## src/rtl/chfan_pkg.sv

```systemverilog
package chfan_pkg;

   localparam int unsigned DataWidth = 12;

   // Configuration register indexes.
   localparam logic [2:0] REG_LOW_AMBIENT_THRESHOLD  = 3'd0;
   localparam logic [2:0] REG_HIGH_AMBIENT_THRESHOLD = 3'd1;
   localparam logic [2:0] REG_ENABLE_BELOW_SPEED     = 3'd2;
   localparam logic [2:0] REG_DISABLE_ABOVE_SPEED    = 3'd3;
   localparam logic [2:0] REG_LOW_AMB_ON_TEMP        = 3'd4;
   localparam logic [2:0] REG_HIGH_AMB_ON_TEMP       = 3'd5;
   localparam logic [2:0] REG_LOW_AMB_OFF_TEMP       = 3'd6;
   localparam logic [2:0] REG_HIGH_AMB_OFF_TEMP      = 3'd7;

   // Fan mode codes.
   localparam logic [1:0] MODE_OFF  = 2'd0;
   localparam logic [1:0] MODE_ON   = 2'd1;
   localparam logic [1:0] MODE_AUTO = 2'd2;

   // Status codes.
   localparam logic [1:0] STATUS_DISABLED = 2'd0;
   localparam logic [1:0] STATUS_OFF      = 2'd1;
   localparam logic [1:0] STATUS_AUTO     = 2'd2;
   localparam logic [1:0] STATUS_ON       = 2'd3;

   // Register reset values.
   localparam logic signed [DataWidth-1:0] RST_LOW_AMBIENT_THRESHOLD  = 12'sd300;
   localparam logic signed [DataWidth-1:0] RST_HIGH_AMBIENT_THRESHOLD = 12'sd350;
   localparam logic [DataWidth-1:0]        RST_ENABLE_BELOW_SPEED     = 12'd640;
   localparam logic [DataWidth-1:0]        RST_DISABLE_ABOVE_SPEED    = 12'd720;
   localparam logic signed [DataWidth-1:0] RST_LOW_AMB_ON_TEMP        = 12'sd950;
   localparam logic signed [DataWidth-1:0] RST_HIGH_AMB_ON_TEMP       = 12'sd900;
   localparam logic signed [DataWidth-1:0] RST_LOW_AMB_OFF_TEMP       = 12'sd820;
   localparam logic signed [DataWidth-1:0] RST_HIGH_AMB_OFF_TEMP      = 12'sd780;

   typedef struct packed {
      logic [DataWidth-1:0]        vehicle_speed;
      logic signed [DataWidth-1:0] engine_temp;
      logic signed [DataWidth-1:0] ambient_temp;
      logic                        engine_active;
      logic [1:0]                  fan_mode;
      logic                        force_on;
      logic                        fan_enabled;
   } req_type;

   typedef struct packed {
      logic       fan_drive;
      logic       high_ambient;
      logic [1:0] fan_status;
   } rsp_type;

   typedef struct packed {
      logic signed [DataWidth-1:0] low_ambient_threshold;
      logic signed [DataWidth-1:0] high_ambient_threshold;
      logic [DataWidth-1:0]        enable_below_speed;
      logic [DataWidth-1:0]        disable_above_speed;
      logic signed [DataWidth-1:0] low_amb_on_temp;
      logic signed [DataWidth-1:0] high_amb_on_temp;
      logic signed [DataWidth-1:0] low_amb_off_temp;
      logic signed [DataWidth-1:0] high_amb_off_temp;
   } cfg_type;

   typedef struct packed {
      logic fan_running;
      logic high_ambient_mode;
   } state_type;

endpackage

```

## src/rtl/chfan_step.sv

```systemverilog
module chfan_step
   import chfan_pkg::*;
(
   input  req_type   word,
   input  cfg_type   cfg,
   input  state_type state,
   output state_type state_next,
   output rsp_type   result
);

   logic                        amb_high;
   logic                        running;
   logic                        run_next;
   logic                        on_speed;
   logic                        off_speed;
   logic                        on_temp;
   logic                        off_temp;
   logic signed [DataWidth-1:0] on_limit;
   logic signed [DataWidth-1:0] off_limit;
   logic [1:0]                  status;

   assign running = state.fan_running;

   // The ambient flag is updated first; the new value picks the temperature band.
   always_comb begin
      priority if (word.ambient_temp >= cfg.high_ambient_threshold) begin
         amb_high = 1'b1;
      end else if (word.ambient_temp < cfg.low_ambient_threshold) begin
         amb_high = 1'b0;
      end else begin
         amb_high = state.high_ambient_mode;
      end
   end

   assign on_limit  = amb_high ? cfg.high_amb_on_temp  : cfg.low_amb_on_temp;
   assign off_limit = amb_high ? cfg.high_amb_off_temp : cfg.low_amb_off_temp;

   assign on_speed  = (word.vehicle_speed < cfg.enable_below_speed) && !running;
   assign off_speed = (word.vehicle_speed >= cfg.disable_above_speed) && running;
   assign on_temp   = (word.engine_temp > on_limit) && !running;
   assign off_temp  = (word.engine_temp <= off_limit) && running;

   always_comb begin
      run_next = running;
      status   = STATUS_DISABLED;
      unique case (word.fan_mode)
         MODE_OFF: begin
            run_next = word.force_on && word.fan_enabled;
            status   = STATUS_OFF;
         end
         MODE_ON: begin
            if ((on_speed && word.engine_active) || word.force_on) begin
               run_next = 1'b1;
            end else if (off_speed || (!word.engine_active && running)) begin
               run_next = 1'b0;
            end
            status = STATUS_ON;
         end
         MODE_AUTO: begin
            if ((on_speed && on_temp) || word.force_on) begin
               run_next = 1'b1;
            end else if (off_speed || off_temp || (!word.engine_active && running)) begin
               run_next = 1'b0;
            end
            status = STATUS_AUTO;
         end
         default: begin
            // Undefined mode: the fan holds and the status reads disabled.
            run_next = running;
            status   = STATUS_DISABLED;
         end
      endcase
   end

   assign state_next.fan_running       = run_next;
   assign state_next.high_ambient_mode = amb_high;

   assign result.fan_drive    = run_next;
   assign result.high_ambient = amb_high;
   assign result.fan_status   = word.fan_enabled ? status : STATUS_DISABLED;

endmodule

```

## src/rtl/chassis_fan_hysteresis_control.sv

```systemverilog
// Chassis fan controller with ambient hysteresis, one word per periodic tick.
// The req_ channel carries one sensor word (speed, engine and ambient
// temperature, engine state, mode, force and enable bits); the rsp_ channel
// returns one word per request: the fan drive, the ambient flag and a status
// code. Both channels use valid/ready.
// Thresholds are set through the csr_ write port: csr_we writes csr_wdata to
// the register at csr_index in the same cycle. Write only while idle.
// The request is captured in an input register, then the compares and the fan
// decision run into the response register, which also updates the fan and
// ambient state; response valid rises when a word moves into that register.
// The block takes one word per cycle while the receiver keeps rsp_ready high.
// When the receiver stalls, the response holds, the input register fills,
// and then req_ready drops until the response is taken.
// Synchronous reset clears both valid flags, turns the fan off, clears the
// ambient flag and loads the default thresholds.
module chassis_fan_hysteresis_control
   import chfan_pkg::*;
(
   input  logic                 clock,
   input  logic                 reset,
   input  logic                 req_valid,
   output logic                 req_ready,
   input  req_type              req_data,
   output logic                 rsp_valid,
   input  logic                 rsp_ready,
   output rsp_type              rsp_data,
   input  logic                 csr_we,
   input  logic [2:0]           csr_index,
   input  logic [DataWidth-1:0] csr_wdata
);

   cfg_type   cfg_ff;
   cfg_type   cfg_in;
   state_type state_ff;
   state_type state_in;
   req_type   word_ff;
   logic      word_valid_ff;
   logic      word_valid_in;
   rsp_type   rsp_ff;
   rsp_type   rsp_in;
   logic      rsp_valid_ff;
   logic      rsp_valid_in;
   logic      rsp_free;
   logic      word_move;
   logic      req_take;

   chfan_step u_step (
      .word       (word_ff),
      .cfg        (cfg_ff),
      .state      (state_ff),
      .state_next (state_in),
      .result     (rsp_in)
   );

   assign rsp_free  = !rsp_valid_ff || rsp_ready;
   assign word_move = word_valid_ff && rsp_free;
   assign req_ready = !word_valid_ff || word_move;
   assign req_take  = req_valid && req_ready;

   assign word_valid_in = req_take || (word_valid_ff && !word_move);
   assign rsp_valid_in  = word_move || (rsp_valid_ff && !rsp_ready);

   always_comb begin
      cfg_in = cfg_ff;
      if (csr_we) begin
         unique case (csr_index)
            REG_LOW_AMBIENT_THRESHOLD:  cfg_in.low_ambient_threshold  = csr_wdata;
            REG_HIGH_AMBIENT_THRESHOLD: cfg_in.high_ambient_threshold = csr_wdata;
            REG_ENABLE_BELOW_SPEED:     cfg_in.enable_below_speed     = csr_wdata;
            REG_DISABLE_ABOVE_SPEED:    cfg_in.disable_above_speed    = csr_wdata;
            REG_LOW_AMB_ON_TEMP:        cfg_in.low_amb_on_temp        = csr_wdata;
            REG_HIGH_AMB_ON_TEMP:       cfg_in.high_amb_on_temp       = csr_wdata;
            REG_LOW_AMB_OFF_TEMP:       cfg_in.low_amb_off_temp       = csr_wdata;
            REG_HIGH_AMB_OFF_TEMP:      cfg_in.high_amb_off_temp      = csr_wdata;
            default:                    cfg_in = cfg_ff;
         endcase
      end
   end

   always_ff @(posedge clock) begin
      if (reset) begin
         cfg_ff.low_ambient_threshold  <= RST_LOW_AMBIENT_THRESHOLD;
         cfg_ff.high_ambient_threshold <= RST_HIGH_AMBIENT_THRESHOLD;
         cfg_ff.enable_below_speed     <= RST_ENABLE_BELOW_SPEED;
         cfg_ff.disable_above_speed    <= RST_DISABLE_ABOVE_SPEED;
         cfg_ff.low_amb_on_temp        <= RST_LOW_AMB_ON_TEMP;
         cfg_ff.high_amb_on_temp       <= RST_HIGH_AMB_ON_TEMP;
         cfg_ff.low_amb_off_temp       <= RST_LOW_AMB_OFF_TEMP;
         cfg_ff.high_amb_off_temp      <= RST_HIGH_AMB_OFF_TEMP;
         state_ff                      <= '0;
         word_valid_ff                 <= 1'b0;
         rsp_valid_ff                  <= 1'b0;
      end else begin
         cfg_ff        <= cfg_in;
         word_valid_ff <= word_valid_in;
         rsp_valid_ff  <= rsp_valid_in;
         // The state advances only when a word moves into the response register.
         if (word_move) begin
            state_ff <= state_in;
         end
      end
   end

   always_ff @(posedge clock) begin
      if (req_take) begin
         word_ff <= req_data;
      end
      if (word_move) begin
         rsp_ff <= rsp_in;
      end
   end

   assign rsp_valid = rsp_valid_ff;
   assign rsp_data  = rsp_ff;

endmodule

```

## config.mk

```make
export PLATFORM = sky130hd
export DESIGN_NAME = chassis_fan_hysteresis_control
export DESIGN_NICKNAME = d
export VERILOG_FILES = /design/src/rtl/chfan_pkg.sv /design/src/rtl/chfan_step.sv /design/src/rtl/chassis_fan_hysteresis_control.sv
export SDC_FILE = /design/constraint.sdc
export NUM_CORES = 1
export LEC_CHECK = 0
export BUFFER_PORTS_ARGS = -buffer_cell sky130_fd_sc_hd__buf_2
export CORE_MARGIN = 10
export CORE_UTILIZATION = 60
export DETAILED_ROUTE_END_ITERATION = 10
export GPL_TIMING_DRIVEN = 0
export PLACE_DENSITY_LB_ADDON = 0.12
export RECOVER_POWER = 100
export SYNTH_ARGS = -nofsm -noshare
export SYNTH_HDL_FRONTEND = slang
export SYNTH_HIERARCHICAL = 1
export SYNTH_SLANG_ARGS = --single-unit
export TNS_END_PERCENT = 50
```

## constraint.sdc

```tcl
create_clock -name clock -period 4.1 [get_ports clock]
set_input_delay 0.205 -clock clock [delete_from_list [all_inputs] [get_ports clock]]
set_output_delay 0.205 -clock clock [all_outputs]
set_load 0.005 [all_outputs]
```

Yosys cells after proc, flatten, opt, wreduce, memory -nomap -nowiden

Index checks and enable logic that the tools add are counted.

$lt $le $gt $ge: 6
Equality and inequality tests: 9
Mux-type cells: 10
Reductions and logical operators: 37

Operator list:

| operator           | number |
|---|---|
| $ge 12x12->1       | 2 |
| $lt 12x12->1       | 2 |
| $mux 12            | 2 |
| $reduce_and 2->1   | 8 |
| $eq 3x3->1 const B | 4 |
| $gt 12x12->1       | 1 |
| $le 12x12->1       | 1 |
| $logic_and 1x1->1  | 12 |
| $logic_or 1x1->1   | 9 |
| $eq 3x2->1 const B | 2 |
| $logic_not 1->1    | 6 |
| $mux 1             | 6 |
| $pmux 2 s3         | 1 |
| $eq 3x1->1 const B | 1 |
| $logic_not 3->1    | 1 |
| $pmux 1 s3         | 1 |
| $eq 2x1->1 const B | 1 |
| $eq 2x2->1 const B | 1 |
| $logic_not 2->1    | 1 |

Register bits: 145
Input bits: 61
Output and inout port bits: 6
Logic and storage cells: 84

Longest topological paths before layout

Depth after elaboration: 11
Gate-level depth with buffers: 19
Gate-level depth less buffers: 17

Hierarchy

Netlist, hierarchy kept.

By module, submodules not included:

| module                         | instances | cells an instance | area each (um^2) | sequential area each (um^2) |
|---|---|---|---|---|
| chassis_fan_hysteresis_control | 1         | 458               | 4,953.5          | 3,353.2 |
| chfan_step                     | 1         | 271               | 2,223.4          | 0.0 |

Worst setup path after synthesis

Ideal clock, no wire load.

Path type: flip-flop to flip-flop
From: register word_ff[10] (netlist name)
To: register state_ff[1] (netlist name)
Setup time: 0.072 ns
Arrival time: 3.700 ns
Data required time: 4.028 ns
Slack: 0.328 ns
Stages on the path, launching flop included: 18
Buffers on the path: 2
Period minus slack after synthesis: 3.772 ns
Cell sequence: edfxtp_1 -> ha_1 -> a21o_1 -> a2111oi_4 -> o21ai_2 -> a22oi_4 -> buf_12 -> mux2i_1 -> ha_1 -> and4_1 -> nand2_1 -> a211oi_1 -> nor3_1 -> or4_1 -> o221ai_2 -> buf_4 -> nand2b_1 -> mux2i_1

Longest elaborated chain between the ends: 11
Elaborated cells on any way between the ends: 17
Classes of those cells: 4 x order compare; 7 x mux; 6 x reduce/logical

Ends and longest elaborated chain:

| what                           | RTL line                              | text |
|---|---|---|
| start, declared                | chassis_fan_hysteresis_control.sv:36  | `req_type word_ff;` |
| start signal, assigned         | chassis_fan_hysteresis_control.sv:106 | `word_ff <= req_data;` |
| $lt 12x12->1                   | chfan_step.sv:28                      | `end else if (word.ambient_temp < cfg.low_ambient_threshold) begin` |
| $mux 1                         | chfan_step.sv:28                      |  |
| $mux 1 (*)                     | chfan_step.sv:26                      | `priority if (word.ambient_temp >= cfg.high_ambient_threshold) begin` |
| $mux 12                        | chfan_step.sv:36                      | `assign off_limit = amb_high ? cfg.high_amb_off_temp : cfg.low_amb_off_temp;` |
| $le 12x12->1                   | chfan_step.sv:41                      | `assign off_temp = (word.engine_temp <= off_limit) && running;` |
| $logic_and 1x1->1              | chfan_step.sv:41                      |  |
| $logic_or 1x1->1 (2 in series) | chfan_step.sv:62                      | `end else if (off_speed \|\| off_temp \|\| (!word.engine_active && running)) begin` |
| $mux 1                         | chfan_step.sv:62                      |  |
| $mux 1 (*)                     | chfan_step.sv:60                      | `if ((on_speed && on_temp) \|\| word.force_on) begin` |
| $pmux 1 s3 (*)                 | chfan_step.sv:46                      | `unique case (word.fan_mode)` |
| net u_step.run_next            | chfan_step.sv:13                      | `logic run_next;` |
| end signal, assigned           | chassis_fan_hysteresis_control.sv:99  | `state_ff <= state_in;` |
| end, declared                  | chassis_fan_hysteresis_control.sv:34  | `state_type state_ff;` |

The timed path passes the listed nets; every way through them passes the cells marked *.
A chain may end at the register's enable or synchronous reset.

Final worst setup path

Ends and elaborated chain as after synthesis.

==> qor.tcl <==
set qor(grt.total_usage_pct) 22.5
set qor(synth_cell_types) 57
set qor(antenna_violating_nets_post_route) 0
set qor(internal_power_mw) 2.67
set qor(syn2layout_area_growth_pct) 25.1
set qor(grt_start_max_net_pins) 25
set qor(drt-total-wl_microns) 19400
set qor(mostFrequentLayoutCells) {sky130_fd_sc_hd__nand2_1 (106), sky130_fd_sc_hd__a21oi_1 (99), sky130_fd_sc_hd__dfxtp_1 (99)}
set qor(ctsRootBufferMaster) {sky130_fd_sc_hd__clkbuf_16}
set qor(result_of_the_run) {finished, violations left}
set qor(first_pass_grt_wire_length_microns) 29400
set qor(hold_path.class) {input port to flop}
set qor(h-tree-depth) 4
set qor(grtUsageMet3_pct) 5.63
set qor(synth.area.top_cells) {sky130_fd_sc_hd__dfxtp_1 (28%), sky130_fd_sc_hd__edfxtp_1 (19%), sky130_fd_sc_hd__ha_1 (13%)}
set qor(synth_warnings) 6
set qor(fin_ws_ns) -0.137
set qor(source_of_the_worst_register_to_register_timing_path) {word_ff[10]$_DFFE_PP_}
set qor(finalHoldViolCount) 0
set qor(timing_max_transition_violations_final) 0
set qor(gr-usage-met2_pct) 38.3
set qor(place.port_buffers) 62
set qor(leakage_nw) 3.60
set qor(worst-slew-pin-transition_ns) 1.39
set qor(dieHeight_microns) 129
set qor(synth_seq_area_share_pct) 46.7
set qor(layout-drive-gt1-share_pct) 18.4
set qor(worst-endpoint-required_ns) 4.45
set qor(grt-ovfl-total) 0
set qor(failed_checks) {setup timing}
set qor(clk_path_buf_depth) 2
set qor(rr_worst_depth) 18
set qor(synthArstFlopShare_pct) 0
set qor(num-fill-cells) 744
set qor(first_global_vias) 5778
set qor(placementRows) 39
set qor(synth_edf_count) 45
set qor(total_switching_power_uw) 877
set qor(synthDominantAreaCellType) {sky130_fd_sc_hd__dfxtp_1}
set qor(synth_flop_cell) {sky130_fd_sc_hd__dfxtp_1}
set qor(period_needed_ns) 4.24
set qor(most_frequent_standard_cell_in_the_layout_excluding_fill_and_tap_cells) {sky130_fd_sc_hd__nand2_1}
set qor(design.final.nets) 1007
set qor(core_ar_sq_um) 11600
set qor(worst_setup_hold_path_clk_slew_ns) 0.06
set qor(critical_path.endpoint_type) {flop}
set qor(via_count) 5989
set qor(floorplan.die.width_microns) 129
set qor(reg2reg_to) {state_ff[1]$_SDFFE_PP0P_}
set qor(fp.dieArea_sq_um) 16700
set qor(synth_top_area_share_pct) 27.9
set qor(grt_setup_unrepaired) {true}
set qor(max_cap_viol_count) 0
set qor(syn-mean-instance-area_sq_um) 9.84
set qor(synthesized_netlist_net_count) 864
set qor(clock_skew_ns) 0.00868
set qor(routed_wire_length_per_instance_microns) 18.9
set qor(via_per_inst) 5.83
set qor(drcViolationCount) 0
set qor(antenna_found_initial) 0
set qor(hpwlAfterDp_microns) 13000
set qor(hold_ws_ns) 0.0510
set qor(clock_sink_count) 145
set qor(syn_inst) 729
set qor(setup_viol_count_final) 2
set qor(power_frac_seq_pct) 44.3
set qor(initial_core_util_pct) 62.1
set qor(drt-initial-drc-count) 471
set qor(arrival_ns) 4.59
set qor(gp_congestion) 0.843
set qor(power.clock.fraction_pct) 42.8
set qor(setup.worst_path.class) {flop to flop}
set qor(grt-busiest-layer) {met2}
set qor(critical_path_peak_fanout) 4
set qor(floorplan.io_pins) 67
set qor(hold_path_startpoint) {csr_wdata[9]}
set qor(worst_ir_drop_vdd_mv) 0.299
set qor(cts_tree) {built}
set qor(clkLatencyLatePin_ns) 0.43
set qor(drt_pass1_iterations) 6
set qor(whs_path_depth) 3
set qor(hold_path_end) {cfg_ff[93]$_SDFFE_PP0P_}
set qor(power.density_cell_area_nw_per_um2) 395
set qor(cts_made_buffers) 17
set qor(n_antenna_cell) 0
set qor(fmaxAchievable_ghz) 0.236
set qor(grt_util_met1_pct) 27.4
set qor(critPathLaunchType) {flop}
set qor(reg2reg_setup_slack_ns) -0.14
set qor(fin_crit_sh_pct) 103
set qor(slew-limit-headroom_pct) 7.05
set qor(cell_area_synth_sq_um) 7180
set qor(core_utilization_of_the_finished_layout_pct) 77.7
set qor(power.share.switching_pct) 24.7
set qor(synth_seq_cells) 145
set qor(p_comb_share_pct) 13.0
-- Yosys cell counts (all sizes together) (2+ instances only) --
cell type,number
nand2b,7
nand4b,3
ha,74
nor2b,6
nor2,35
mux2i,35
and4b,3
inv,57
o221a,2
nand4,7
a211oi,5
o21ai,9
or4,2
o211ai,4
nand2,107
nand3b,2
a2111oi,2
nand3,6
a211o,3
mux2,2
o21a,2
dfxtp,100
and4,3
edfxtp,45
and4bb,3
buf,23
a21oi,103
a21o,5
nor3,38
clkbuf,18
-- critical path, stage by stage (launching register included) --
cell                        delay (ns)
sky130_fd_sc_hd__edfxtp_1         0.40
sky130_fd_sc_hd__ha_1             0.34
sky130_fd_sc_hd__a21o_1           0.22
sky130_fd_sc_hd__a2111oi_4        0.35
sky130_fd_sc_hd__o21ai_2          0.13
sky130_fd_sc_hd__a22oi_4          0.35
sky130_fd_sc_hd__buf_6            0.17
sky130_fd_sc_hd__buf_6            0.13
sky130_fd_sc_hd__mux2_4           0.31
sky130_fd_sc_hd__ha_4             0.16
sky130_fd_sc_hd__nor2b_2          0.12
sky130_fd_sc_hd__o211ai_1         0.13
sky130_fd_sc_hd__a211oi_2         0.26
sky130_fd_sc_hd__nor3_1           0.09
sky130_fd_sc_hd__or4_4            0.44
sky130_fd_sc_hd__o221ai_4         0.25
sky130_fd_sc_hd__buf_6            0.13
sky130_fd_sc_hd__nand2b_1         0.05
sky130_fd_sc_hd__mux2i_1          0.12
-- metal layers --
| metal | vias up | wire length (microns) |
|---|---|---|
| met1 | 2857 | 8180 |
| met2 | 247 | 9480 |
| met3 | 41 | 1280 |
| met4 | 0 | 501 |
| li1 | 2844 | - |
| met5 | - | 0 |
-- power groups by stage --
stage / clock [mW] / sequential [mW] / combinational (mW)
after floorplan: 0 / 1.59 / 0.240
after global placement: 0 / 1.60 / 0.333
after detailed placement: 0 / 1.60 / 0.356
after CTS: 1.52 / 1.57 / 0.396
after global routing: 1.57 / 1.57 / 0.498
final: 1.52 / 1.57 / 0.460
-- through the flow --
stage / TNS [ns] / setup WS, ns / cell area (sq um) / cells / power (mW)
floorplan: 0 / 0.328 / 7180 / 729 / 1.83
global placement: -0.456 / -0.231 / 7670 / 934 / 1.93
detailed placement: -0.491 / -0.252 / 7700 / 935 / 1.95
CTS: 0 / 0.00732 / 8730 / 1010 / 3.48
global route: -0.577 / -0.309 / 8980 / 1028 / 3.64
finish: -0.274 / -0.137 / 8980 / 1028 / 3.55
-- cells by family (layout without fill, tap and decap cells) --
logic type	after synthesis	count (layout)	share of synthesized area [%]
and+or+nand+nor	228	228	15.3
AOI/OAI and AO/OA	146	146	12.9
DFF	145	145	46.7
buffers and inverters	99	255	6.87
adders and majority gates	74	74	12.9
muxes	37	37	5.30
-- state kept, by name (all words and copies together) (netlist names) --
register and cells:
rsp_data 4, cfg_ff 96, state_ff 2, word_ff 41
word_valid_ff 1, rsp_valid 1
-- cell type report --
type / count / area (sq um) / share of cell area [%]
Clock buffer: 25 / 539 / 6.00
Sequential cell: 145 / 3350 / 37.4
Inverter: 58 / 218 / 2.42
Clock inverter: 7 / 42.5 / 0.474
Tap cell: 143 / 179 / 1.99
Timing Repair Buffer: 125 / 922 / 10.3
Multi-Input combinational cell: 485 / 3520 / 39.2
Buffer: 40 / 209 / 2.33
-- worst max path at each step --
stage | startpoint | to | slack (ns) | cells after the start
final | word_ff[10]$_DFFE_PP_ | state_ff[1]$_SDFFE_PP0P_ | -0.14 | 18
after global routing | word_ff[14]$_DFFE_PP_ | state_ff[1]$_SDFFE_PP0P_ | -0.31 | 19
after CTS | word_ff[5]$_DFFE_PP_ | state_ff[1]$_SDFFE_PP0P_ | 0.007 | 19
after detailed placement | word_ff[14]$_DFFE_PP_ | state_ff[1]$_SDFFE_PP0P_ | -0.25 | 17
after global placement | word_ff[5]$_DFFE_PP_ | state_ff[1]$_SDFFE_PP0P_ | -0.23 | 18
after floorplan | word_ff[10]$_DFFE_PP_ | state_ff[1]$_SDFFE_PP0P_ | 0.33 | 17
-- repair_timing --
| action | 4_1_cts | 5_1_grt |
|---|---|---|
| endpoints found under the hold margin | 41 | 0 |
| buffers inserted | 2 | 18 |
| pin swaps | 1 | 26 |
| hold buffers | 41 | 0 |
| gates cloned | 0 | 1 |
| gates resized for setup | 4 | 40 |
| setup endpoints to repair | 2 | 2 |
No activity file was read; power rests on OpenSTA's default activity.
